--- src/rtl/core/hjg_pkg.sv ---
// Shared definitions for the Halton jitter generator: field widths, register
// indexes, reset values, sequencer states and the divide-by-three constants.
// No dependencies.
`default_nettype none

package hjg_pkg;

    // Default values of the top-level parameters.
    localparam int MAX_PHASES_DEF       = 256;
    localparam int JITTER_FRAC_BITS_DEF = 16;
    localparam int CLIP_FRAC_BITS_DEF   = 24;

    // Default widths of the shared divider at the default parameters.
    localparam int DIVIDEND_W_DEF = 25;
    localparam int DIVISOR_W_DEF  = 15;

    // Configuration register widths and indexes.
    localparam int PC_W      = 9;
    localparam int VP_W      = 15;
    localparam int CFG_IDX_W = 2;
    localparam int CFG_DAT_W = 15;

    localparam logic [CFG_IDX_W-1:0] CFG_PHASE_COUNT     = 2'd0;
    localparam logic [CFG_IDX_W-1:0] CFG_VIEWPORT_WIDTH  = 2'd1;
    localparam logic [CFG_IDX_W-1:0] CFG_VIEWPORT_HEIGHT = 2'd2;

    localparam logic [PC_W-1:0] PHASE_COUNT_RST     = 9'd16;
    localparam logic [VP_W-1:0] VIEWPORT_WIDTH_RST  = 15'd1920;
    localparam logic [VP_W-1:0] VIEWPORT_HEIGHT_RST = 15'd1080;

    // n / 3 == (n * RECIP3) >> RECIP3_SH for every n below 98304.
    localparam int RECIP3    = 43691;
    localparam int RECIP3_SH = 17;

    // Input beat width: the restart flag sits alone in bit 0.
    localparam int IN_W = 8;

    typedef enum logic [2:0] {
        ST_IDLE,
        ST_MOD,
        ST_DIGITS,
        ST_JIT_X,
        ST_JIT_Y,
        ST_CLIP_X,
        ST_CLIP_Y,
        ST_PUSH
    } hjg_state_t;

endpackage

`default_nettype wire

--- src/rtl/core/hjg_divider.sv ---
// Restoring unsigned divider, one quotient bit per cycle, shared by the modulo,
// jitter and clip divisions in the jitter generator. Uses hjg_pkg for its default widths.
`default_nettype none

module hjg_divider
    import hjg_pkg::*;
#(
    parameter int DIVIDEND_W = DIVIDEND_W_DEF,
    parameter int DIVISOR_W  = DIVISOR_W_DEF,
    localparam int IT_W      = $clog2(DIVIDEND_W + 1)
) (
    input  wire logic                  aclk,
    input  wire logic                  aresetn,
    input  wire logic                  start,
    input  wire logic [IT_W-1:0]       iters,
    input  wire logic [DIVIDEND_W-1:0] dividend,
    input  wire logic [DIVISOR_W-1:0]  divisor,
    output logic                       busy,
    output logic                       done,
    output logic [DIVIDEND_W-1:0]      quotient,
    output logic [DIVISOR_W-1:0]       remainder
);

    logic [DIVIDEND_W-1:0] dq_reg;
    logic [DIVISOR_W-1:0]  rem_reg;
    logic [DIVISOR_W-1:0]  dvs_reg;
    logic [IT_W-1:0]       cnt_reg;
    logic                  busy_reg;
    logic                  done_reg;

    logic [DIVISOR_W:0]    rem_sh;
    logic [DIVISOR_W:0]    rem_sub;
    logic                  take;
    logic [DIVISOR_W-1:0]  rem_next;

    // The dividend arrives left-aligned, so only iters steps are needed.
    always_comb begin
        rem_sh   = {rem_reg, dq_reg[DIVIDEND_W-1]};
        rem_sub  = rem_sh - {1'b0, dvs_reg};
        take     = (rem_sh >= {1'b0, dvs_reg});
        rem_next = take ? rem_sub[DIVISOR_W-1:0] : rem_sh[DIVISOR_W-1:0];
    end

    always_ff @(posedge aclk) begin
        if (!aresetn) begin
            busy_reg <= 1'b0;
            done_reg <= 1'b0;
            cnt_reg  <= '0;
        end else begin
            done_reg <= 1'b0;
            if (start) begin
                busy_reg <= 1'b1;
                cnt_reg  <= iters;
            end else if (busy_reg) begin
                cnt_reg <= cnt_reg - 1'b1;
                if (cnt_reg == IT_W'(1)) begin
                    busy_reg <= 1'b0;
                    done_reg <= 1'b1;
                end
            end
        end
    end

    always_ff @(posedge aclk) begin
        if (start) begin
            dq_reg  <= dividend;
            dvs_reg <= divisor;
            rem_reg <= '0;
        end else if (busy_reg) begin
            dq_reg  <= {dq_reg[DIVIDEND_W-2:0], take};
            rem_reg <= rem_next;
        end
    end

    assign busy      = busy_reg;
    assign done      = done_reg;
    assign quotient  = dq_reg;
    assign remainder = rem_reg;

endmodule

`default_nettype wire

--- src/rtl/core/halton_jitter_generator_unit.sv ---
// Top level of the Halton (base 2 and 3) subpixel jitter generator: phase
// sequencer, digit loops and clip scaling. Uses hjg_pkg and hjg_divider.
//
//   channel | ports                         | beat contents
//   --------+-------------------------------+------------------------------------
//   input   | s_tvalid s_tready s_tdata     | restart flag
//   result  | m_tvalid m_tready m_tdata     | phase, jitter x/y, clip x/y
//   config  | cfg_wr_en cfg_addr cfg_wdata  | phase_count, viewport width/height
//
// An advancing beat runs the modulo division, the base-2 and base-3 digit loops
// (side by side until both finish), the x and y jitter divisions, the x and y
// clip divisions and the push into the output register, in that order. Five
// divisions run back to back through the shared bit-serial divider. A restart
// beat or a beat with phase count zero is taken in ST_IDLE and starts no
// sequence. Reset is synchronous and needs no clearing pass. A finished result
// waits in the output register, and the next beat is accepted meanwhile; it
// then waits for that register to free.
`default_nettype none

module halton_jitter_generator_unit
    import hjg_pkg::*;
#(
    parameter int MAX_PHASES       = MAX_PHASES_DEF,
    parameter int JITTER_FRAC_BITS = JITTER_FRAC_BITS_DEF,
    parameter int CLIP_FRAC_BITS   = CLIP_FRAC_BITS_DEF,
    localparam int PH_W     = $clog2(MAX_PHASES),
    localparam int CW       = CLIP_FRAC_BITS + 1,
    localparam int OUT_BITS = PH_W + 2 * JITTER_FRAC_BITS + 2 * CW,
    localparam int OUT_W    = ((OUT_BITS + 7) / 8) * 8
) (
    input  wire logic                 aclk,
    input  wire logic                 aresetn,
    input  wire logic                 s_tvalid,
    output logic                      s_tready,
    input  wire logic [IN_W-1:0]      s_tdata,   // [0] restart
    output logic                      m_tvalid,
    input  wire logic                 m_tready,
    output logic [OUT_W-1:0]          m_tdata,   // phase, jitter_x, jitter_y, clip_x, clip_y
    input  wire logic                 cfg_wr_en,
    input  wire logic [CFG_IDX_W-1:0] cfg_addr,
    input  wire logic [CFG_DAT_W-1:0] cfg_wdata
);

    localparam int JF     = JITTER_FRAC_BITS;
    localparam int NW     = PH_W + 1;
    localparam int CNT_W  = (PC_W > NW) ? PC_W : NW;
    localparam int DEN_W  = $clog2(3 * MAX_PHASES + 1);
    localparam int JD_W   = DEN_W + JF - 1;
    localparam int CL_SH  = (CLIP_FRAC_BITS + 1 >= JF) ? CLIP_FRAC_BITS + 1 - JF : 0;
    localparam int CD_SH  = (CLIP_FRAC_BITS + 1 >= JF) ? 0 : JF - CLIP_FRAC_BITS - 1;
    localparam int CD_W   = JF + CL_SH;
    localparam int SZ_W   = VP_W + CD_SH;
    localparam int DIV_A  = (JD_W > CD_W) ? JD_W : CD_W;
    localparam int DIV_W  = (DIV_A > NW) ? DIV_A : NW;
    localparam int DVS_A  = (DEN_W > SZ_W) ? DEN_W : SZ_W;
    localparam int DVS_W  = (DVS_A > CNT_W) ? DVS_A : CNT_W;
    localparam int IT_W   = $clog2(DIV_W + 1);
    localparam int P3_W   = NW + RECIP3_SH;
    localparam int MOD_LS = DIV_W - NW;
    localparam int JIT_LS = DIV_W - DEN_W;
    localparam int CLP_LS = DIV_W - JF;

    // Configuration registers.
    logic [PC_W-1:0] phase_count_reg;
    logic [VP_W-1:0] viewport_width_reg;
    logic [VP_W-1:0] viewport_height_reg;

    // Sequencer and working registers.
    hjg_state_t state_reg, state_next;
    logic [PH_W-1:0]         idx_reg;
    logic [NW-1:0]           n2_reg, n3_reg;
    logic [DEN_W-1:0]        num2_reg, den2_reg, num3_reg, den3_reg;
    logic signed [JF-1:0]    jx_reg, jy_reg;
    logic signed [CW-1:0]    cx_reg, cy_reg;

    // Output register.
    logic                    m_valid_reg;
    logic [PH_W-1:0]         o_phase_reg;
    logic signed [JF-1:0]    o_jx_reg, o_jy_reg;
    logic signed [CW-1:0]    o_cx_reg, o_cy_reg;

    // Divider interface.
    logic                    div_start, div_busy, div_done;
    logic [IT_W-1:0]         div_iters;
    logic [DIV_W-1:0]        div_dividend, div_quo;
    logic [DVS_W-1:0]        div_divisor, div_rem;

    logic                    accept, restart, push;
    logic [CNT_W-1:0]        count_ext, count;
    logic [NW-1:0]           idx_inc, n_new;
    logic [VP_W-1:0]         wsize, hsize;

    logic [DEN_W+1:0]        a2, a3;
    logic                    neg2, neg3;
    logic [DEN_W-1:0]        mag2, mag3;
    logic [JF-1:0]           absx, absy;

    logic [P3_W-1:0]         prod3;
    logic [NW-1:0]           q3;
    logic [1:0]              digit3;
    logic [DEN_W+1:0]        num3_x3, den3_x3;

    logic                    jneg;
    logic [JF-1:0]           qj;
    logic [JF-1:0]           jit_val;
    logic                    cneg;
    logic [CW-1:0]           qc;
    logic [CW-1:0]           clip_val;

    hjg_divider #(
        .DIVIDEND_W (DIV_W),
        .DIVISOR_W  (DVS_W)
    ) u_div (
        .aclk      (aclk),
        .aresetn   (aresetn),
        .start     (div_start),
        .iters     (div_iters),
        .dividend  (div_dividend),
        .divisor   (div_divisor),
        .busy      (div_busy),
        .done      (div_done),
        .quotient  (div_quo),
        .remainder (div_rem)
    );

    // ---------------------------------------------------------------------
    // Shared arithmetic around the divider.
    // ---------------------------------------------------------------------
    always_comb begin
        restart   = s_tdata[0];
        count_ext = CNT_W'(phase_count_reg);
        count     = (count_ext > CNT_W'(MAX_PHASES)) ? CNT_W'(MAX_PHASES) : count_ext;
        idx_inc   = NW'(idx_reg) + NW'(1);
        n_new     = NW'(div_rem[PH_W-1:0]) + NW'(1);
        wsize     = (viewport_width_reg == '0) ? VP_W'(1) : viewport_width_reg;
        hsize     = (viewport_height_reg == '0) ? VP_W'(1) : viewport_height_reg;

        // Twice the radical inverse minus one, scaled by the denominator.
        a2   = (DEN_W + 2)'({num2_reg, 1'b0}) - (DEN_W + 2)'(den2_reg);
        a3   = (DEN_W + 2)'({num3_reg, 1'b0}) - (DEN_W + 2)'(den3_reg);
        neg2 = a2[DEN_W+1];
        neg3 = a3[DEN_W+1];
        mag2 = neg2 ? DEN_W'(-a2) : a2[DEN_W-1:0];
        mag3 = neg3 ? DEN_W'(-a3) : a3[DEN_W-1:0];
        absx = jx_reg[JF-1] ? $unsigned(-jx_reg) : $unsigned(jx_reg);
        absy = jy_reg[JF-1] ? $unsigned(-jy_reg) : $unsigned(jy_reg);

        // One base-3 digit per cycle.
        prod3   = P3_W'(n3_reg) * P3_W'(RECIP3);
        q3      = prod3[RECIP3_SH +: NW];
        digit3  = 2'(n3_reg - q3 - {q3[NW-2:0], 1'b0});
        num3_x3 = (DEN_W + 2)'(num3_reg) + (DEN_W + 2)'({num3_reg, 1'b0})
                  + (DEN_W + 2)'(digit3);
        den3_x3 = (DEN_W + 2)'(den3_reg) + (DEN_W + 2)'({den3_reg, 1'b0});

        // Floor for a negative jitter: -(q+1) is ~q, -q is ~q + 1.
        jneg    = (state_reg == ST_JIT_X) ? neg2 : neg3;
        qj      = div_quo[JF-1:0];
        jit_val = jneg ? (~qj + JF'(div_rem == '0)) : qj;

        // Clip offset truncates toward zero and saturates at the top.
        cneg     = (state_reg == ST_CLIP_X) ? jx_reg[JF-1] : jy_reg[JF-1];
        qc       = div_quo[CW-1:0];
        clip_val = cneg ? -qc : (qc[CW-1] ? {1'b0, {(CW - 1){1'b1}}} : qc);
    end

    // ---------------------------------------------------------------------
    // Sequencer: next state.
    // ---------------------------------------------------------------------
    always_comb begin
        state_next = state_reg;
        case (state_reg)
            ST_IDLE: begin
                if (s_tvalid && !restart && (count != '0)) begin
                    state_next = ST_MOD;
                end
            end
            ST_MOD: begin
                if (div_done) begin
                    state_next = ST_DIGITS;
                end
            end
            ST_DIGITS: begin
                if ((n2_reg == '0) && (n3_reg == '0)) begin
                    state_next = ST_JIT_X;
                end
            end
            ST_JIT_X: begin
                if (div_done) begin
                    state_next = ST_JIT_Y;
                end
            end
            ST_JIT_Y: begin
                if (div_done) begin
                    state_next = ST_CLIP_X;
                end
            end
            ST_CLIP_X: begin
                if (div_done) begin
                    state_next = ST_CLIP_Y;
                end
            end
            ST_CLIP_Y: begin
                if (div_done) begin
                    state_next = ST_PUSH;
                end
            end
            ST_PUSH: begin
                if (!m_valid_reg || m_tready) begin
                    state_next = ST_IDLE;
                end
            end
            default: state_next = ST_IDLE;
        endcase
    end

    // ---------------------------------------------------------------------
    // Sequencer: outputs and divider operands.
    // ---------------------------------------------------------------------
    always_comb begin
        s_tready     = 1'b0;
        push         = 1'b0;
        div_start    = 1'b0;
        div_iters    = IT_W'(NW);
        div_dividend = DIV_W'(idx_inc) << MOD_LS;
        div_divisor  = DVS_W'(count);
        case (state_reg)
            ST_IDLE: begin
                s_tready = 1'b1;
            end
            ST_MOD: begin
                div_start = !div_busy && !div_done;
            end
            ST_JIT_X: begin
                div_start    = !div_busy && !div_done;
                div_iters    = IT_W'(JD_W);
                div_dividend = DIV_W'(mag2) << JIT_LS;
                div_divisor  = DVS_W'(den2_reg);
            end
            ST_JIT_Y: begin
                div_start    = !div_busy && !div_done;
                div_iters    = IT_W'(JD_W);
                div_dividend = DIV_W'(mag3) << JIT_LS;
                div_divisor  = DVS_W'(den3_reg);
            end
            ST_CLIP_X: begin
                div_start    = !div_busy && !div_done;
                div_iters    = IT_W'(CD_W);
                div_dividend = DIV_W'(absx) << CLP_LS;
                div_divisor  = DVS_W'(wsize) << CD_SH;
            end
            ST_CLIP_Y: begin
                div_start    = !div_busy && !div_done;
                div_iters    = IT_W'(CD_W);
                div_dividend = DIV_W'(absy) << CLP_LS;
                div_divisor  = DVS_W'(hsize) << CD_SH;
            end
            ST_PUSH: begin
                push = !m_valid_reg || m_tready;
            end
            default: begin
                s_tready = 1'b0;
            end
        endcase
    end

    assign accept = s_tvalid && s_tready;

    // ---------------------------------------------------------------------
    // Control registers.
    // ---------------------------------------------------------------------
    always_ff @(posedge aclk) begin
        if (!aresetn) begin
            state_reg           <= ST_IDLE;
            idx_reg             <= '0;
            m_valid_reg         <= 1'b0;
            phase_count_reg     <= PHASE_COUNT_RST;
            viewport_width_reg  <= VIEWPORT_WIDTH_RST;
            viewport_height_reg <= VIEWPORT_HEIGHT_RST;
        end else begin
            state_reg <= state_next;
            if (accept && restart) begin
                idx_reg <= '0;
            end else if ((state_reg == ST_MOD) && div_done) begin
                idx_reg <= div_rem[PH_W-1:0];
            end
            if (push) begin
                m_valid_reg <= 1'b1;
            end else if (m_tready) begin
                m_valid_reg <= 1'b0;
            end
            if (cfg_wr_en) begin
                case (cfg_addr)
                    CFG_PHASE_COUNT:     phase_count_reg     <= cfg_wdata[PC_W-1:0];
                    CFG_VIEWPORT_WIDTH:  viewport_width_reg  <= cfg_wdata[VP_W-1:0];
                    CFG_VIEWPORT_HEIGHT: viewport_height_reg <= cfg_wdata[VP_W-1:0];
                    default: ;
                endcase
            end
        end
    end

    // ---------------------------------------------------------------------
    // Datapath registers.
    // ---------------------------------------------------------------------
    always_ff @(posedge aclk) begin
        case (state_reg)
            ST_MOD: begin
                if (div_done) begin
                    n2_reg   <= n_new;
                    n3_reg   <= n_new;
                    num2_reg <= '0;
                    num3_reg <= '0;
                    den2_reg <= DEN_W'(1);
                    den3_reg <= DEN_W'(1);
                end
            end
            ST_DIGITS: begin
                if (n2_reg != '0) begin
                    num2_reg <= {num2_reg[DEN_W-2:0], n2_reg[0]};
                    den2_reg <= {den2_reg[DEN_W-2:0], 1'b0};
                    n2_reg   <= n2_reg >> 1;
                end
                if (n3_reg != '0) begin
                    num3_reg <= num3_x3[DEN_W-1:0];
                    den3_reg <= den3_x3[DEN_W-1:0];
                    n3_reg   <= q3;
                end
            end
            ST_JIT_X: begin
                if (div_done) begin
                    jx_reg <= $signed(jit_val);
                end
            end
            ST_JIT_Y: begin
                if (div_done) begin
                    jy_reg <= $signed(jit_val);
                end
            end
            ST_CLIP_X: begin
                if (div_done) begin
                    cx_reg <= $signed(clip_val);
                end
            end
            ST_CLIP_Y: begin
                if (div_done) begin
                    cy_reg <= $signed(clip_val);
                end
            end
            default: ;
        endcase
        if (push) begin
            o_phase_reg <= idx_reg;
            o_jx_reg    <= jx_reg;
            o_jy_reg    <= jy_reg;
            o_cx_reg    <= cx_reg;
            o_cy_reg    <= cy_reg;
        end
    end

    assign m_tvalid = m_valid_reg;
    assign m_tdata  = OUT_W'({o_cy_reg, o_cx_reg, o_jy_reg, o_jx_reg, o_phase_reg});

    // ---------------------------------------------------------------------
    // Assertions.
    // ---------------------------------------------------------------------
    a_phase_in_range: assert property (@(posedge aclk) disable iff (!aresetn)
        m_tvalid |-> (CNT_W'(o_phase_reg) < count))
        else $error("result phase is not below the phase count");

    a_den2_power: assert property (@(posedge aclk) disable iff (!aresetn)
        (state_reg == ST_JIT_X) |-> $onehot(den2_reg))
        else $error("base-2 denominator is not a power of two");

    a_fraction: assert property (@(posedge aclk) disable iff (!aresetn)
        (state_reg == ST_JIT_X) |-> ((num2_reg < den2_reg) && (num3_reg < den3_reg)))
        else $error("radical inverse is not below one");

    a_done_owner: assert property (@(posedge aclk) disable iff (!aresetn)
        div_done |-> ((state_reg == ST_MOD) || (state_reg == ST_JIT_X) ||
                      (state_reg == ST_JIT_Y) || (state_reg == ST_CLIP_X) ||
                      (state_reg == ST_CLIP_Y)))
        else $error("divider finished outside a division step");

endmodule

`default_nettype wire
--- config.mk ---
export PLATFORM = sky130hd
export DESIGN_NAME = halton_jitter_generator_unit
export DESIGN_NICKNAME = d
export VERILOG_FILES = /design/src/rtl/core/hjg_pkg.sv /design/src/rtl/core/hjg_divider.sv /design/src/rtl/core/halton_jitter_generator_unit.sv
export SDC_FILE = /design/constraint.sdc
export NUM_CORES = 1
export LEC_CHECK = 0
export BUFFER_PORTS_ARGS = -buffer_cell sky130_fd_sc_hd__buf_2
export CORE_MARGIN = 5
export CORE_UTILIZATION = 30
export DETAILED_ROUTE_END_ITERATION = 12
export GPL_ROUTABILITY_DRIVEN = 0
export PLACE_DENSITY_LB_ADDON = 0.12
export SYNTH_ARGS = -nofsm -noshare
export SYNTH_HDL_FRONTEND = slang
export SYNTH_SLANG_ARGS = --single-unit
export TNS_END_PERCENT = 30
--- constraint.sdc ---
create_clock -name aclk -period 10 [get_ports aclk]
set_clock_uncertainty 0.05 [all_clocks]
set_input_delay 2 -clock aclk [delete_from_list [all_inputs] [get_ports aclk]]
set_output_delay 2 -clock aclk [all_outputs]
set_load 0.01 [all_outputs]
# --- Yosys cells after proc, flatten, opt, wreduce, memory -nomap -nowiden ---
# Cells that the tools add are included.
totals:
  elab_cells: 162
  out_inout_bits: 98
  in_bits: 30
  register_bits: 343
classes:
  reduce_logical: 39
  bitwise: 3
  eq_ne: 20
  mux: 53
  multipliers: 1
  add_sub_neg: 17
  n_lt_le_gt_ge: 2
op_table:
  columns: ["op", "count"]
  rows:
  - ["25-bit case mux with 4 select lines", 1]
  - ["10-bit two-way mux", 8]
  - ["10-bit case mux with 2 select lines", 4]
  - ["25-bit two-way mux", 3]
  - ["15-bit case mux with 4 select lines", 1]
  - ["16-bit two-way mux", 3]
  - ["15-bit logical NOT", 3]
  - ["15-bit two-way mux", 3]
  - ["9-bit two-way mux", 4]
  - ["9-bit case mux with 2 select lines", 2]
  - ["16-bit negation", 2]
  - ["9-bit nonzero test", 3]
  - ["9-bit by 16-bit multiplier with 25-bit output, second input constant", 1]
  - ["25-bit negation", 1]
  - ["24-bit two-way mux", 1]
  - ["3-bit two-way mux", 8]
  - ["3-bit case mux with 8 select lines", 1]
  - ["11-bit by 10-bit subtractor with 12-bit output", 2]
  - ["10-bit adder", 2]
  - ["10-bit negation", 2]
  - ["8-bit by 1-bit adder with 9-bit output, second input constant", 2]
  - ["9-bit logical NOT", 2]
  - ["16-bit by 1-bit adder with 16-bit output", 1]
  - ["16-bit by 15-bit >= comparator with 1-bit output", 1]
  - ["other kinds (30)", 74]

# --- Logic depth before layout (Yosys ltp) ---
# Gate-level depths: netlist of the first run.
logic_depth:
  depth_word: 6
  depth_mapped: 28
  ltp_nobuf: 28

# --- By module ---
# From an unflattened synthesis of the first run, not the netlist that was laid out.
unflattened:
  cells_unflattened: 1766
  hier_area_um2: 19014.5
modules_own_cells:
  columns: ["mod", "seq_area_each_um2", "n_inst", "area_each_um2", "cells_per_inst"]
  rows:
  - ["halton_jitter_generator_unit", 7897.6, 1, 15716.3, 1459]
  - ["hjg_divider", 1641.6, 1, 3298.2, 307]

# --- Worst setup path after synthesis of the first run ---
# OpenSTA, ideal clock, no wires.
synth_timing:
  path_type: "register -> register"
  start: "register n3_reg[5]"
  end: "register num3_reg[9], data pin"
  setup_ps: 266
  t_arrival_ps: 6249
  period_less_slack_ps: 6565
  t_required_ps: 9684
  setup_slack_ps: 3435
  stages_incl_launch_ff: 28
  path_cell_list: "edfxtp_1 > ha_1 > fa_1 > fa_1 > inv_1 > fa_1 > inv_1 > ha_1 > nand3_1 > o211ai_1 > a31o_2 > nand2_1 > a21oi_1 > xor2_1 > ha_1 > xnor2_1 > xnor2_1 > xnor2_1 > fa_1 > ha_1 > fa_1 > a21o_1 > a21o_1 > a21o_1 > a21oi_1 > o21ai_0 > xnor2_1 > nor2_1"
synth_between:
  elab_chain_cells: 6
synth_rtl:
  columns: ["item", "line_no", "source"]
  rows:
  - ["start, declared", "halton_jitter_generator_unit.sv:71", "logic [NW-1:0] n2_reg, n3_reg;"]
  - ["start signal, assigned", "halton_jitter_generator_unit.sv:311", "n3_reg <= n_new;"]
  - ["start signal, assigned", "halton_jitter_generator_unit.sv:327", "n3_reg <= q3;"]
  - ["9-bit by 16-bit multiplier with 25-bit output *", "halton_jitter_generator_unit.sv:149", "prod3 = P3_W'(n3_reg) * P3_W'(RECIP3);"]
  - ["2-bit subtractor", "halton_jitter_generator_unit.sv:151", "digit3 = 2'(n3_reg - q3 - {q3[NW-2:0], 1'b0});"]
  - ["2-bit subtractor *", "halton_jitter_generator_unit.sv:151", null]
  - ["10-bit by 2-bit adder with 10-bit output *", "halton_jitter_generator_unit.sv:153", "+ (DEN_W + 2)'(digit3);"]
  - ["10-bit two-way mux *", "halton_jitter_generator_unit.sv:324", "if (n3_reg != '0) begin"]
  - ["10-bit case mux with 2 select lines *", "halton_jitter_generator_unit.sv:307", "case (state_reg)"]
  - ["end signal, assigned", "halton_jitter_generator_unit.sv:325", "num3_reg <= num3_x3[DEN_W-1:0];"]
  - ["end, declared", "halton_jitter_generator_unit.sv:72", "logic [DEN_W-1:0] num2_reg, den2_reg, num3_reg, den3_reg;"]
# Mark *: on every way between the ends. The rest lies on a longest branch, timed or not. The select of a mux whose other input is x is not followed.
# A chain may end at the register's enable or synchronous reset.

# --- Final worst setup path of the first run ---
layout_timing:
  start: "register n3_reg[3]"
  end: "register num3_reg[9], data pin"
# Same word-level chain as after synthesis.

==> Flow_metrics.wiki, run 1 <==
{| class="wikitable"
! Metric !! Value
|-
| Status || completed
|-
| Internal power contribution || 2.98 mW
|-
| Routed via count || 13.1k
|-
| Worst Setup End Kind || flip-flop
|-
| Data required time at the worst endpoint || 10.23 ns
|-
| Syn. warnings || 0
|-
| Class of the worst hold path || reg -> reg
|-
| Remaining number of nets flagged by the antenna check after routing || 0
|-
| Wire length of the first global-routing pass || 79700 um
|-
| Pin count of the biggest net entering global routing || 83
|-
| Leakage power figure || 8.24 nW
|-
| Inserted Diodes || 0
|-
| Post-CTS setup buffers || 0
|-
| Final period utilization || 71.8%
|-
| #FFs+latches synth || 342
|-
| Worst path buffer plus inverter count || 2
|-
| Initial standard-cell utilization of the core || 30.3%
|-
| Synthesis-to-finish area growth || 15.5%
|-
| Top Family by Delay on Critical Path || adder cells
|-
| Layout cell share with drive strength beyond 1 || 13.0%
|-
| Antenna violations before repair || 0
|-
| Total half-perimeter wirelength after legalization and detailed placement || 38700 um
|-
| Number of buffers added by the clock tree synthesis step || 43
|-
| Worst-Margin Slew || 1.16 ns
|-
| Unrepaired setup endpoints after global routing || false
|-
| Slowest CP cell || sky130_fd_sc_hd__fa_1
|-
| Path type of the worst setup path || reg -> reg
|-
| Routed wire length per instance || 19.2 um
|-
| Net count, final || 2004
|-
| Power per cell area || 197 nW/um2
|-
| Part of the total power dissipated in the clock network || 38.0%
|-
| Vias in the first global route || 13.2k
|-
| Routed wire length || 51900 um
|-
| Total of max-cap violations || 0
|-
| Vias/cell || 4.86
|-
| Largest fanout on the critical path || 4
|-
| GRT overflow || 0
|-
| Clock tree buffer depth || 3
|-
| Part of the Yosys area used for sequential elements || 51.0%
|-
| Core area || 61700 um2
|-
| Avg Synthesized Cell Area || 10.8 um2
|-
| Cts-stage hold buffer count || 0
|-
| Count of mapped cells out of synthesis || 1725
|-
| Most used DFF post-synth || sky130_fd_sc_hd__edfxtp_1
|-
| Hold WS || 0.362 ns
|-
| GR Util All Layers || 15.1%
|-
| Endpoints failing hold || 0
|-
| Post-Syn Area || 18700 um2
|-
| Max stage delay on crit path || 0.56 ns
|-
| Number of buffer cells added on primary ports || 114
|-
| Die X-Extent || 260 um
|-
| Row count || 91
|-
| EDFF count, synth || 269
|-
| DRT iter0 DRCs || 824
|-
| Count of clock tree sinks || 342
|-
| Async S/R FF share, synth || 0%
|-
| Post-layout util || 35.0%
|-
| DRC violations left || 0
|-
| Boundary pin count || 128
|-
| Cell occurring most often along the worst timing path || sky130_fd_sc_hd__fa_1
|-
| Reg-to-reg slack, setup || 2.82 ns
|-
| Count of H-tree levels built during CTS || 2
|-
| Resized Gates After CTS || 0
|-
| IR Drop Worst-Case VDD || 132 uV
|-
| Logic gate share of total power || 19.1%
|-
| Pwr Total || 4.26 mW
|-
| Fraction of power spent switching nets || 30.0%
|-
| Number of distinct library cells after synthesis || 85
|-
| Worst slew margin relative to its limit || 21.3%
|-
| Worst Setup Start Kind || flip-flop
|-
| Maximum achievable frequency || 139 MHz
|-
| Clock tree from TritonCTS || built
|-
| Final Critical Period || 7.18 ns
|-
| Crit path arrival time || 7.41 ns
|-
| Root buffer cell || sky130_fd_sc_hd__clkbuf_16
|-
| Final TNS setup || 0 ns
|-
| Clk pin slew, worst setup/hold paths || 0.06 ns
|-
| First-pass iteration count of the detailed router || 5
|-
| Die extent in y || 260 um
|-
| Share of total power in sequential cells || 42.9%
|-
| Power spent charging and discharging nets || 1.28 mW
|-
| Source-to-sink clock delay at the later pin of the worst-skew pair || 0.58 ns
|-
| Final setup violation count || 0
|-
| Area of the die || 67400 um2
|-
| Slew Viols, Final || 0
|}
## path summary, 6_finish.rpt
check	start	cells after the start	endpoint
setup / recovery	n3_reg[3]	27	num3_reg[9]
hold / removal	cy_reg[1]	0	o_cy_reg[1]
setup reg to reg	n3_reg[3]	27	num3_reg[9]
hold reg to reg	cy_reg[1]	0	o_cy_reg[1]
## routing by layer
metal  part of all wire (%)  GRT usage (%)
met2                     49           25.9
met3                    3.9           2.31
met4                    2.3           4.33
met1                     45           20.0
met5                      0              0
## final cells by class
type	count	area (um2)
Fill cell	6294	40100
Timing Repair Buffer	131	698
Sequential cell	342	9540
Tap cell	837	1050
Inverter	109	409
Clock buffer	57	1260
Clock inverter	21	239
Multi-Input combinational cell	1199	8390
## cell families (layout without fill, tap and decap cells)
group | count (synthesis) | count (layout) | share of synthesized area, %
adder cells (fa/ha/maj) | 148 | 148 | 11.1
multiplexers | 36 | 36 | 1.99
buffers and inverters | 189 | 318 | 4.40
XOR/XNOR | 118 | 118 | 5.53
AND/OR/NAND/NOR | 533 | 533 | 13.6
flip-flops | 342 | 342 | 51.0
other | 1 | 6 | 0.0201
AO/OA/AOI/OAI | 358 | 358 | 12.3
## synth_stat cells (4+ instances only)
library cell / number / area (um2)
sky130_fd_sc_hd__ha_1: 117 / 1460
sky130_fd_sc_hd__nand2b_1: 13 / 81.3
sky130_fd_sc_hd__a222oi_1: 4 / 40.0
sky130_fd_sc_hd__a22o_1: 12 / 105
sky130_fd_sc_hd__o31ai_1: 16 / 120
sky130_fd_sc_hd__nand4_1: 6 / 37.5
sky130_fd_sc_hd__o22ai_1: 11 / 68.8
sky130_fd_sc_hd__clkbuf_1: 54 / 203
sky130_fd_sc_hd__inv_1: 108 / 405
sky130_fd_sc_hd__fa_1: 31 / 621
sky130_fd_sc_hd__buf_4: 9 / 67.6
sky130_fd_sc_hd__a211oi_1: 12 / 90.1
sky130_fd_sc_hd__nand3_1: 41 / 205
sky130_fd_sc_hd__dfxtp_1: 73 / 1460
sky130_fd_sc_hd__nand3b_1: 4 / 30.0
sky130_fd_sc_hd__nor3_1: 26 / 130
sky130_fd_sc_hd__xor2_1: 60 / 526
sky130_fd_sc_hd__mux2i_1: 32 / 320
sky130_fd_sc_hd__xnor2_1: 58 / 508
sky130_fd_sc_hd__o21a_1: 13 / 97.6
sky130_fd_sc_hd__o21ai_0: 66 / 330
sky130_fd_sc_hd__a31oi_1: 13 / 81.3
sky130_fd_sc_hd__o22a_1: 4 / 35.0
sky130_fd_sc_hd__or3_1: 6 / 37.5
sky130_fd_sc_hd__o21ai_1: 4 / 20.0
sky130_fd_sc_hd__a21o_1: 16 / 120
sky130_fd_sc_hd__buf_1: 4 / 15.0
sky130_fd_sc_hd__nor4_1: 20 / 125
sky130_fd_sc_hd__or4_1: 6 / 45.0
sky130_fd_sc_hd__edfxtp_1: 269 / 8080
sky130_fd_sc_hd__o211ai_1: 4 / 30.0
sky130_fd_sc_hd__buf_6: 6 / 67.6
sky130_fd_sc_hd__and2_1: 7 / 43.8
sky130_fd_sc_hd__a21oi_1: 133 / 666
sky130_fd_sc_hd__nor2b_1: 20 / 125
sky130_fd_sc_hd__nand2_1: 166 / 623
sky130_fd_sc_hd__and3_1: 22 / 138
sky130_fd_sc_hd__nor2_1: 163 / 612
sky130_fd_sc_hd__nor3b_1: 5 / 37.5
sky130_fd_sc_hd__a22oi_1: 12 / 90.1
## power groups by stage
stage | clock (mW) | combinational, mW | sequential, mW
finish | 1.62 | 0.815 | 1.83
global route | 1.73 | 0.924 | 1.84
CTS | 1.67 | 0.829 | 1.83
detailed placement | 0 | 0.825 | 1.86
global placement | 0 | 0.815 | 1.85
floorplan | 0 | 0.664 | 1.75
## cell usage in the layout, fill, tap and decap left out, types with 5 or more instances in the layout
master / instances
sky130_fd_sc_hd__a211oi_1: 12
sky130_fd_sc_hd__a21o_1: 16
sky130_fd_sc_hd__a21oi_1: 131
sky130_fd_sc_hd__a22o_1: 12
sky130_fd_sc_hd__a22oi_1: 12
sky130_fd_sc_hd__a31oi_1: 13
sky130_fd_sc_hd__and2_1: 7
sky130_fd_sc_hd__and3_1: 22
sky130_fd_sc_hd__buf_2: 114
sky130_fd_sc_hd__buf_4: 17
sky130_fd_sc_hd__clkbuf_1: 5
sky130_fd_sc_hd__clkbuf_16: 47
sky130_fd_sc_hd__clkbuf_8: 5
sky130_fd_sc_hd__clkinv_1: 5
sky130_fd_sc_hd__conb_1: 6
sky130_fd_sc_hd__dfxtp_1: 73
sky130_fd_sc_hd__edfxtp_1: 269
sky130_fd_sc_hd__fa_1: 31
sky130_fd_sc_hd__ha_1: 117
sky130_fd_sc_hd__inv_1: 107
sky130_fd_sc_hd__mux2i_1: 31
sky130_fd_sc_hd__nand2_1: 166
sky130_fd_sc_hd__nand2b_1: 13
sky130_fd_sc_hd__nand3_1: 41
sky130_fd_sc_hd__nand4_1: 6
sky130_fd_sc_hd__nor2_1: 161
sky130_fd_sc_hd__nor2b_1: 20
sky130_fd_sc_hd__nor3_1: 26
sky130_fd_sc_hd__nor4_1: 20
sky130_fd_sc_hd__o21a_1: 13
sky130_fd_sc_hd__o21ai_0: 66
sky130_fd_sc_hd__o22ai_1: 11
sky130_fd_sc_hd__o31ai_1: 16
sky130_fd_sc_hd__or3_1: 6
sky130_fd_sc_hd__or4_1: 6
sky130_fd_sc_hd__xnor2_1: 58
sky130_fd_sc_hd__xor2_1: 60
## through the flow
step	setup slack, ns	instances	cell area (um2)
3_5_place_dp	2.82	2618	20100
4_1_cts	2.77	2696	21600
3_3_place_gp	2.84	2618	20100
5_1_grt	2.40	2696	21600
6_report	2.82	2696	21600
2_1_floorplan	3.44	1730	18700
(Power assumes the default switching activity.)
==> inputs of run 2 (changes only) <==
--- a/config.mk
+++ b/config.mk
@@ -5,6 +5,7 @@
 export SDC_FILE = /design/constraint.sdc
 export NUM_CORES = 1
 export LEC_CHECK = 0
+export ABC_AREA = 1
 export BUFFER_PORTS_ARGS = -buffer_cell sky130_fd_sc_hd__buf_2
 export CORE_MARGIN = 5
 export CORE_UTILIZATION = 30
==> constraint.sdc (replaced) <==
create_clock -name aclk -period 7 [get_ports aclk]
set_clock_uncertainty 0.05 [all_clocks]
set_input_delay 1.4 -clock aclk [delete_from_list [all_inputs] [get_ports aclk]]
set_output_delay 1.4 -clock aclk [all_outputs]
set_load 0.01 [all_outputs]
==> Flow_metrics.wiki, run 2 <==
{| class="wikitable"
! Metric !! Value
|-
| Status || completed (unchanged)
|-
| Clk pin slew, worst setup/hold paths || 0.06 ns (about the same)
|-
| Post-route setup slack || 0.437 ns (was 2.82 ns)
|-
| GR Util All Layers || 15.3% (was 15.1%)
|-
| Top-count cell post-synth || sky130_fd_sc_hd__nand2_1 (was sky130_fd_sc_hd__edfxtp_1)
|-
| Cell type with the largest total area after synthesis || sky130_fd_sc_hd__edfxtp_1 (unchanged)
|-
| Count of clock tree sinks || 342 (unchanged)
|-
| Source-to-sink clock delay at the later pin of the worst-skew pair || 0.56 ns (was 0.58 ns)
|-
| Synthesis-to-finish area growth || 16.5% (was 15.5%)
|-
| Biggest area contributors in the synthesized netlist || sky130_fd_sc_hd__edfxtp_1 42%, sky130_fd_sc_hd__ha_1 7.6%, sky130_fd_sc_hd__dfxtp_1 7.6%, sky130_fd_sc_hd__nand2_1 7.2%, sky130_fd_sc_hd__inv_1 6.2% (was sky130_fd_sc_hd__edfxtp_1 43%, sky130_fd_sc_hd__ha_1 7.8%, sky130_fd_sc_hd__dfxtp_1 7.8%, sky130_fd_sc_hd__a21oi_1 3.6%, sky130_fd_sc_hd__nand2_1 3.3%)
|-
| Worst-Margin Slew || 1.11 ns (was 1.16 ns)
|-
| Final setup violation count || 0 (unchanged)
|-
| Routed wire length || 54500 um (was 51900 um)
|-
| Slowest CP cell || sky130_fd_sc_hd__fa_2 (was sky130_fd_sc_hd__fa_1)
|-
| Worst-case hold path end point || o_cy_reg[1] (unchanged)
|-
| Pin count of the biggest net entering global routing || 49 (was 83)
|-
| Routed via count || 15.0k (was 13.1k)
|-
| Hold WS || 0.366 ns (was 0.362 ns)
|-
| Cell occurring most often along the worst timing path || sky130_fd_sc_hd__nand2_1 (was sky130_fd_sc_hd__fa_1)
|-
| Async S/R FF share, synth || 0% (unchanged)
|-
| Slew Viols, Final || 0 (unchanged)
|-
| Fill cell instance count of the final layout || 6500 (was 6294)
|-
| Final period utilization || 93.8% (was 71.8%)
|-
| Boundary pin count || 128 (unchanged)
|-
| Initial standard-cell utilization of the core || 30.4% (was 30.3%)
|-
| Layout cell share with drive strength beyond 1 || 10.6% (was 13.0%)
|-
| #FFs+latches synth || 342 (unchanged)
|-
| Class of the worst hold path || reg -> reg (unchanged)
|-
| Top cells by count, synth || 366 x sky130_fd_sc_hd__nand2_1, 319 x sky130_fd_sc_hd__inv_1, 269 x sky130_fd_sc_hd__edfxtp_1 (was 269 x sky130_fd_sc_hd__edfxtp_1, 166 x sky130_fd_sc_hd__nand2_1, 163 x sky130_fd_sc_hd__nor2_1)
|-
| Path type of the worst setup path || reg -> reg (unchanged)
|-
| EDFF count, synth || 269 (unchanged)
|-
| First-pass iteration count of the detailed router || 7 (was 5)
|-
| DRT iter0 DRCs || 932 (was 824)
|-
| Number of buffers added by the clock tree synthesis step || 41 (was 43)
|-
| Cell depth of the worst hold path || 0 (unchanged)
|-
| Cts-stage hold buffer count || 0 (unchanged)
|-
| Syn. warnings || 0 (unchanged)
|-
| IR Drop Worst-Case VDD || 277 uV (was 132 uV)
|-
| Die X-Extent || 263 um (was 260 um)
|-
| Min-delay src || cy_reg[1] (unchanged)
|-
| Endpoints failing hold || 0 (unchanged)
|-
| Core area || 63200 um2 (was 61700 um2)
|-
| Worst path buffer plus inverter count || 3 (was 2)
|-
| Clock tree buffer depth || 3 (unchanged)
|-
| Final TNS setup || 0 ns (unchanged)
|-
| Count of mapped cells out of synthesis || 2137 (was 1725)
|-
| DRC violations left || 0 (unchanged)
|-
| Vias in the first global route || 14.5k (was 13.2k)
|-
| Total of max-cap violations || 0 (unchanged)
|-
| Unrepaired setup endpoints after global routing || false (unchanged)
|-
| Area of the die || 69100 um2 (was 67400 um2)
|-
| Number of buffer cells added on primary ports || 114 (unchanged)
|-
| Net count, final || 2448 (was 2004)
|-
| Reg2Reg Capture Point || num3_reg[9] (unchanged)
|-
| Power per cell area || 447 nW/um2 (was 197 nW/um2)
|-
| Most frequent cells in the layout || 365 x sky130_fd_sc_hd__nand2_1, 319 x sky130_fd_sc_hd__inv_1, 269 x sky130_fd_sc_hd__edfxtp_1, 218 x sky130_fd_sc_hd__nor2_1, 159 x sky130_fd_sc_hd__o21ai_0 (was 269 x sky130_fd_sc_hd__edfxtp_1, 166 x sky130_fd_sc_hd__nand2_1, 161 x sky130_fd_sc_hd__nor2_1, 131 x sky130_fd_sc_hd__a21oi_1, 117 x sky130_fd_sc_hd__ha_1)
|-
| Post-Syn Area || 19200 um2 (was 18700 um2)
|-
| Worst Setup Start Kind || flip-flop (unchanged)
|-
| Root buffer cell || sky130_fd_sc_hd__clkbuf_16 (unchanged)
|-
| Part of the Yosys area used for sequential elements || 49.7% (was 51.0%)
|-
| Leakage power figure || 9.46 nW (was 8.24 nW)
|-
| Total half-perimeter wirelength after legalization and detailed placement || 41500 um (was 38700 um)
|-
| Start of the worst register-to-register path || n3_reg[3] (unchanged)
|-
| Top Family by Delay on Critical Path || adder cells (unchanged)
|-
| Crit path arrival time || 6.79 ns (was 7.41 ns)
|-
| Largest fanout on the critical path || 4 (unchanged)
|-
| Data required time at the worst endpoint || 7.23 ns (was 10.23 ns)
|-
| Wire length of the first global-routing pass || 84300 um (was 79700 um)
|-
| Die extent in y || 263 um (was 260 um)
|-
| GRT overflow || 0 (unchanged)
|-
| Maximum achievable frequency || 152 MHz (was 139 MHz)
|-
| Number of distinct library cells after synthesis || 55 (was 85)
|-
| Vias/cell || 4.76 (was 4.86)
|-
| Antenna violations before repair || 0 (unchanged)
|-
| Worst Setup End Kind || flip-flop (unchanged)
|-
| Final Critical Period || 6.56 ns (was 7.18 ns)
|-
| Reg-to-reg slack, setup || 0.44 ns (was 2.82 ns)
|-
| Most used DFF post-synth || sky130_fd_sc_hd__edfxtp_1 (unchanged)
|-
| Routed wire length per instance || 17.3 um (was 19.2 um)
|-
| Worst slew margin relative to its limit || 25.6% (was 21.3%)
|-
| Remaining number of nets flagged by the antenna check after routing || 0 (unchanged)
|-
| Count of H-tree levels built during CTS || 2 (unchanged)
|-
| Placement-stage worst setup slack || 0.125 ns (was 2.82 ns)
|-
| Cell count of the worst reg-to-reg path || 31 (was 27)
|-
| Max stage delay on crit path || 0.58 ns (was 0.56 ns)
|-
| Inserted Diodes || 0 (unchanged)
|-
| Row count || 92 (was 91)
|-
| Avg Synthesized Cell Area || 8.98 um2 (was 10.8 um2)
|-
| Post-synth top area share || 42.1% (was 43.2%)
|-
| Clock tree from TritonCTS || built (unchanged)
|-
| Most frequent standard cell in the layout excluding fill and tap cells || sky130_fd_sc_hd__nand2_1 (was sky130_fd_sc_hd__edfxtp_1)
|}
-- run 2: what timing repair did --
| action | CTS | global route |
|---|---|---|
| endpoints found under the setup margin | 0 | 1 |
| setup buffers | 0 | 2 |
| resized for setup | 0 | 16 |
-- run 2: area by class of cell --
cell class | instances | area (um2) | area share, %
flip-flops and latches | 342 | 9540 | 42.6
multi-input cells | 1417 | 8310 | 37.1
repair buffers | 140 | 766 | 3.42
clock inverters | 20 | 277 | 1.24
inverters | 328 | 1230 | 5.50
well taps | 846 | 1060 | 4.73
clock buffers | 54 | 1190 | 5.33
-- run 2: worst max-delay path by stage --
stage                         start  slack (ns)  cells past startpoint           to
after floorplan           n3_reg[5]        0.66                     32  num3_reg[9]
after global placement    n3_reg[3]        0.13                     33  num3_reg[9]
after detailed placement  n3_reg[3]        0.12                     33  num3_reg[9]
after CTS                 n3_reg[3]        0.10                     33  num3_reg[9]
after global routing      n3_reg[3]       0.008                     31  num3_reg[9]
final                     n3_reg[3]        0.44                     31  num3_reg[9]
-- run 2: cells by family (layout without fill, tap and decap cells) --
kind of cell	Yosys count	after routing	share of synthesized area, %
AND/OR/NAND/NOR	827	827	18.4
AO/OA/AOI/OAI	396	396	11.5
buffers and inverters	383	542	7.71
flip-flops	342	342	49.7
adder cells (fa/ha/maj)	148	148	10.9
XOR/XNOR	40	40	1.83
other	1	6	0.0195
-- run 2: where the power goes --
part | internal, mW | total [mW] | switching [mW]
registers | 2.64 | 2.89 | 0.257
clock network | 1.45 | 2.30 | 0.850
logic | 1.71 | 4.81 | 3.10
-- run 2: metal layers --
| metal | track usage (%) | share of wire (%) | vias to the layer above |
|---|---|---|---|
| met1 | 21.3 | 47 | 7056 |
| met2 | 24.5 | 45 | 331 |
| met5 | 0 | 0 | - |
| met4 | 4.36 | 2.5 | 0 |
| met3 | 2.66 | 4.8 | 78 |
| li1 | - | - | 7505 |
-- run 2: metrics by stage --
step	instances	cell area (um2)	util (%)	power, mW
after floorplan	2142	19200	-	6.21
after global placement	3071	20800	32.9	7.54
after detailed placement	3071	20800	32.9	7.57
after CTS	3145	22300	35.2	9.94
after global routing	3147	22400	35.4	10.9
final	3147	22400	35.4	10.0
==> inputs of run 3 (changes only) <==
--- a/config.mk
+++ b/config.mk
@@ -7,6 +7,7 @@
 export LEC_CHECK = 0
 export ABC_AREA = 1
 export BUFFER_PORTS_ARGS = -buffer_cell sky130_fd_sc_hd__buf_2
+export CORE_ASPECT_RATIO = 2
 export CORE_MARGIN = 5
 export CORE_UTILIZATION = 30
 export DETAILED_ROUTE_END_ITERATION = 12
==> constraint.sdc (replaced) <==
create_clock -name aclk -period 7 [get_ports aclk]
set_clock_uncertainty 0.05 [all_clocks]
set_input_delay 1.4 -clock aclk [delete_from_list [all_inputs] [get_ports aclk]]
set_output_delay 1.4 -clock aclk [all_outputs]
set_load 0.005 [all_outputs]
==> Flow_metrics.wiki, run 3 (synthesis gave the netlist of run 2 again) <==
{| class="wikitable"
! Metric !! Value
|-
| Final setup violation count || 0 (unchanged)
|-
| Combined area of the multi-input logic cells || 8330 um2 (was 8310 um2)
|-
| Root buffer cell || sky130_fd_sc_hd__clkbuf_16 (unchanged)
|-
| Clock tree buffer depth || 3 (unchanged)
|-
| Leakage power figure || 9.43 nW (was 9.46 nW)
|-
| Final period utilization || 93.2% (was 93.8%)
|-
| Cts-stage hold buffer count || 0 (unchanged)
|-
| First-pass iteration count of the detailed router || 7 (unchanged)
|-
| Cell count of the worst reg-to-reg path || 33 (was 31)
|-
| Routed wire length per instance || 19.0 um (was 17.3 um)
|-
| Post-route design area || 22200 um2 (was 22400 um2)
|-
| Crit path arrival time || 6.74 ns (was 6.79 ns)
|-
| Clock tree from TritonCTS || built (unchanged)
|-
| Worst slew margin relative to its limit || 25.0% (was 25.6%)
|-
| Total half-perimeter wirelength after legalization and detailed placement || 47100 um (was 41500 um)
|-
| Routed wire length || 59100 um (was 54500 um)
|-
| Source-to-sink clock delay at the later pin of the worst-skew pair || 0.55 ns (was 0.56 ns)
|-
| Maximum achievable frequency || 153 MHz (was 152 MHz)
|-
| Pwr Total || 10.2 mW (was 10.0 mW)
|-
| Most frequent cells in the layout || 363 x sky130_fd_sc_hd__nand2_1, 317 x sky130_fd_sc_hd__inv_1, 269 x sky130_fd_sc_hd__edfxtp_1, 218 x sky130_fd_sc_hd__nor2_1, 158 x sky130_fd_sc_hd__o21ai_0 (was 365 x sky130_fd_sc_hd__nand2_1, 319 x sky130_fd_sc_hd__inv_1, 269 x sky130_fd_sc_hd__edfxtp_1, 218 x sky130_fd_sc_hd__nor2_1, 159 x sky130_fd_sc_hd__o21ai_0)
|-
| Layout cell share with drive strength beyond 1 || 11.7% (was 10.6%)
|-
| Worst-Margin Slew || 1.12 ns (was 1.11 ns)
|-
| GRT overflow || 0 (unchanged)
|-
| Min-delay src || cy_reg[20] (was cy_reg[1])
|-
| Slowest CP cell || sky130_fd_sc_hd__fa_1 (was sky130_fd_sc_hd__fa_2)
|-
| Boundary pin count || 128 (unchanged)
|-
| Cell occurring most often along the worst timing path || sky130_fd_sc_hd__nand2_1 (unchanged)
|-
| GR Util All Layers || 16.7% (was 15.3%)
|-
| Endpoints failing hold || 0 (unchanged)
|-
| Row count || 131 (was 92)
|-
| Class of the worst hold path || reg -> reg (unchanged)
|-
| Area of the die || 69400 um2 (was 69100 um2)
|-
| IR Drop Worst-Case VDD || 472 uV (was 277 uV)
|-
| Pin count of the biggest net entering global routing || 55 (was 49)
|-
| Most frequent standard cell in the layout excluding fill and tap cells || sky130_fd_sc_hd__nand2_1 (unchanged)
|-
| Largest fanout on the critical path || 3 (was 4)
|-
| Worst-case hold path end point || o_cy_reg[20] (was o_cy_reg[1])
|-
| Unrepaired setup endpoints after global routing || false (unchanged)
|-
| Vias in the first global route || 15.4k (was 14.5k)
|-
| Number of buffers added by the clock tree synthesis step || 34 (was 41)
|-
| Synthesis-to-finish area growth || 15.7% (was 16.5%)
|-
| Final Critical Period || 6.52 ns (was 6.56 ns)
|-
| Reg2Reg Capture Point || num3_reg[9] (unchanged)
|-
| Post-layout util || 34.9% (was 35.4%)
|-
| Footprint of the flip-flops and latches || 9540 um2 (unchanged)
|-
| Die extent in y || 368 um (was 263 um)
|-
| Antenna violations before repair || 1 (was 0)
|-
| Post-route setup slack || 0.479 ns (was 0.437 ns)
|-
| DRC violations left || 0 (unchanged)
|-
| Wire length of the first global-routing pass || 89400 um (was 84300 um)
|-
| Total of max-cap violations || 0 (unchanged)
|-
| Number of buffer cells added on primary ports || 114 (unchanged)
|-
| Start of the worst register-to-register path || n3_reg[3] (unchanged)
|-
| Power per cell area || 459 nW/um2 (was 447 nW/um2)
|-
| Clk pin slew, worst setup/hold paths || 0.07 ns (was 0.06 ns)
|-
| Net count, final || 2466 (was 2448)
|-
| Data required time at the worst endpoint || 7.22 ns (was 7.23 ns)
|-
| Path type of the worst setup path || reg -> reg (unchanged)
|-
| Vias/cell || 4.87 (was 4.76)
|-
| Status || completed (unchanged)
|-
| Final TNS setup || 0 ns (unchanged)
|-
| Die X-Extent || 189 um (was 263 um)
|-
| Slew Viols, Final || 0 (unchanged)
|-
| Remaining number of nets flagged by the antenna check after routing || 0 (unchanged)
|-
| Count of H-tree levels built during CTS || 2 (unchanged)
|-
| Routed via count || 15.1k (was 15.0k)
|-
| Worst Setup End Kind || flip-flop (unchanged)
|-
| Cell depth of the worst hold path || 0 (unchanged)
|-
| Worst Setup Start Kind || flip-flop (unchanged)
|-
| DRT iter0 DRCs || 779 (was 932)
|-
| Max stage delay on crit path || 0.55 ns (was 0.58 ns)
|-
| Placement-stage worst setup slack || -0.143 ns (was 0.125 ns)
|-
| Fill cell instance count of the final layout || 6611 (was 6500)
|-
| Initial standard-cell utilization of the core || 30.2% (was 30.4%)
|-
| Count of clock tree sinks || 342 (unchanged)
|-
| Placed Area || 20900 um2 (was 20800 um2)
|-
| Reg-to-reg slack, setup || 0.48 ns (was 0.44 ns)
|-
| Core area || 63600 um2 (was 63200 um2)
|}
[run 3: cell types whose count changed in the layout (fill, tap and decap cells not counted), sizes merged]
cell	change
buf	+25
inv	+1
diode	+1
clkinvlp	+1
bufinv	-1
clkbuf	-15
[run 3: final cells by class]
cell class                 count  area share [%]
sequential                   342            42.9
multi-input combinational   1417            37.5
clock buffer                  39            4.01
clock inverter                21            1.21
antenna                        1          0.0113
inverter                     328            5.54
tap                          798            4.50
timing repair buffer         165            4.29
[run 3: worst max-delay path by stage]
stage / startpoint / end / slack, ns
3_5_place_dp: n3_reg[3] / num3_reg[9] / -0.14
3_3_place_gp: n3_reg[3] / num3_reg[9] / -0.23
4_1_cts: n3_reg[3] / num3_reg[9] / 0.009
2_1_floorplan: n3_reg[5] / num3_reg[9] / 0.66
5_1_grt: n3_reg[0] / num3_reg[9] / 0.03
6_report: n3_reg[3] / num3_reg[9] / 0.48
[run 3: critical path, delay by kind of cell (launching register included)]
family | cells | cell delay (ns)
compound gates | 5 | 0.77
flops | 1 | 0.46
simple gates | 12 | 0.90
xor+xnor | 3 | 0.45
buf+inv | 4 | 0.29
fa+ha+maj | 9 | 3.33
[run 3: metrics by stage]
stage	hold slack, ns	std cells
detailed placement	0.355	3047
CTS	0.360	3107
floorplan	0.350	2142
finish	0.360	3111
global placement	0.352	3047
global route	0.360	3110
[run 3: power by group]
group	total (mW)	leakage, nW	switching (mW)	internal [mW]
sequential	2.92	3.06	0.279	2.64
clock	1.95	0.566	0.809	1.14
combinational	5.33	5.81	3.33	2.00
total	10.2	9.43	4.42	5.78
[run 3: metal layers]
layer	routed length [um]	global-route usage [%]	share of wire, %
met1	19900	15.8	34
met2	33500	33.9	57
met3	1680	1.59	2.8
met4	4040	9.79	6.8
met5	0	0	0
[run 3: repair_timing]
action	in CTS	in global routing
gates resized for setup	5	21
pin swaps	0	11
buffers inserted	0	3
setup endpoints to repair	1	3
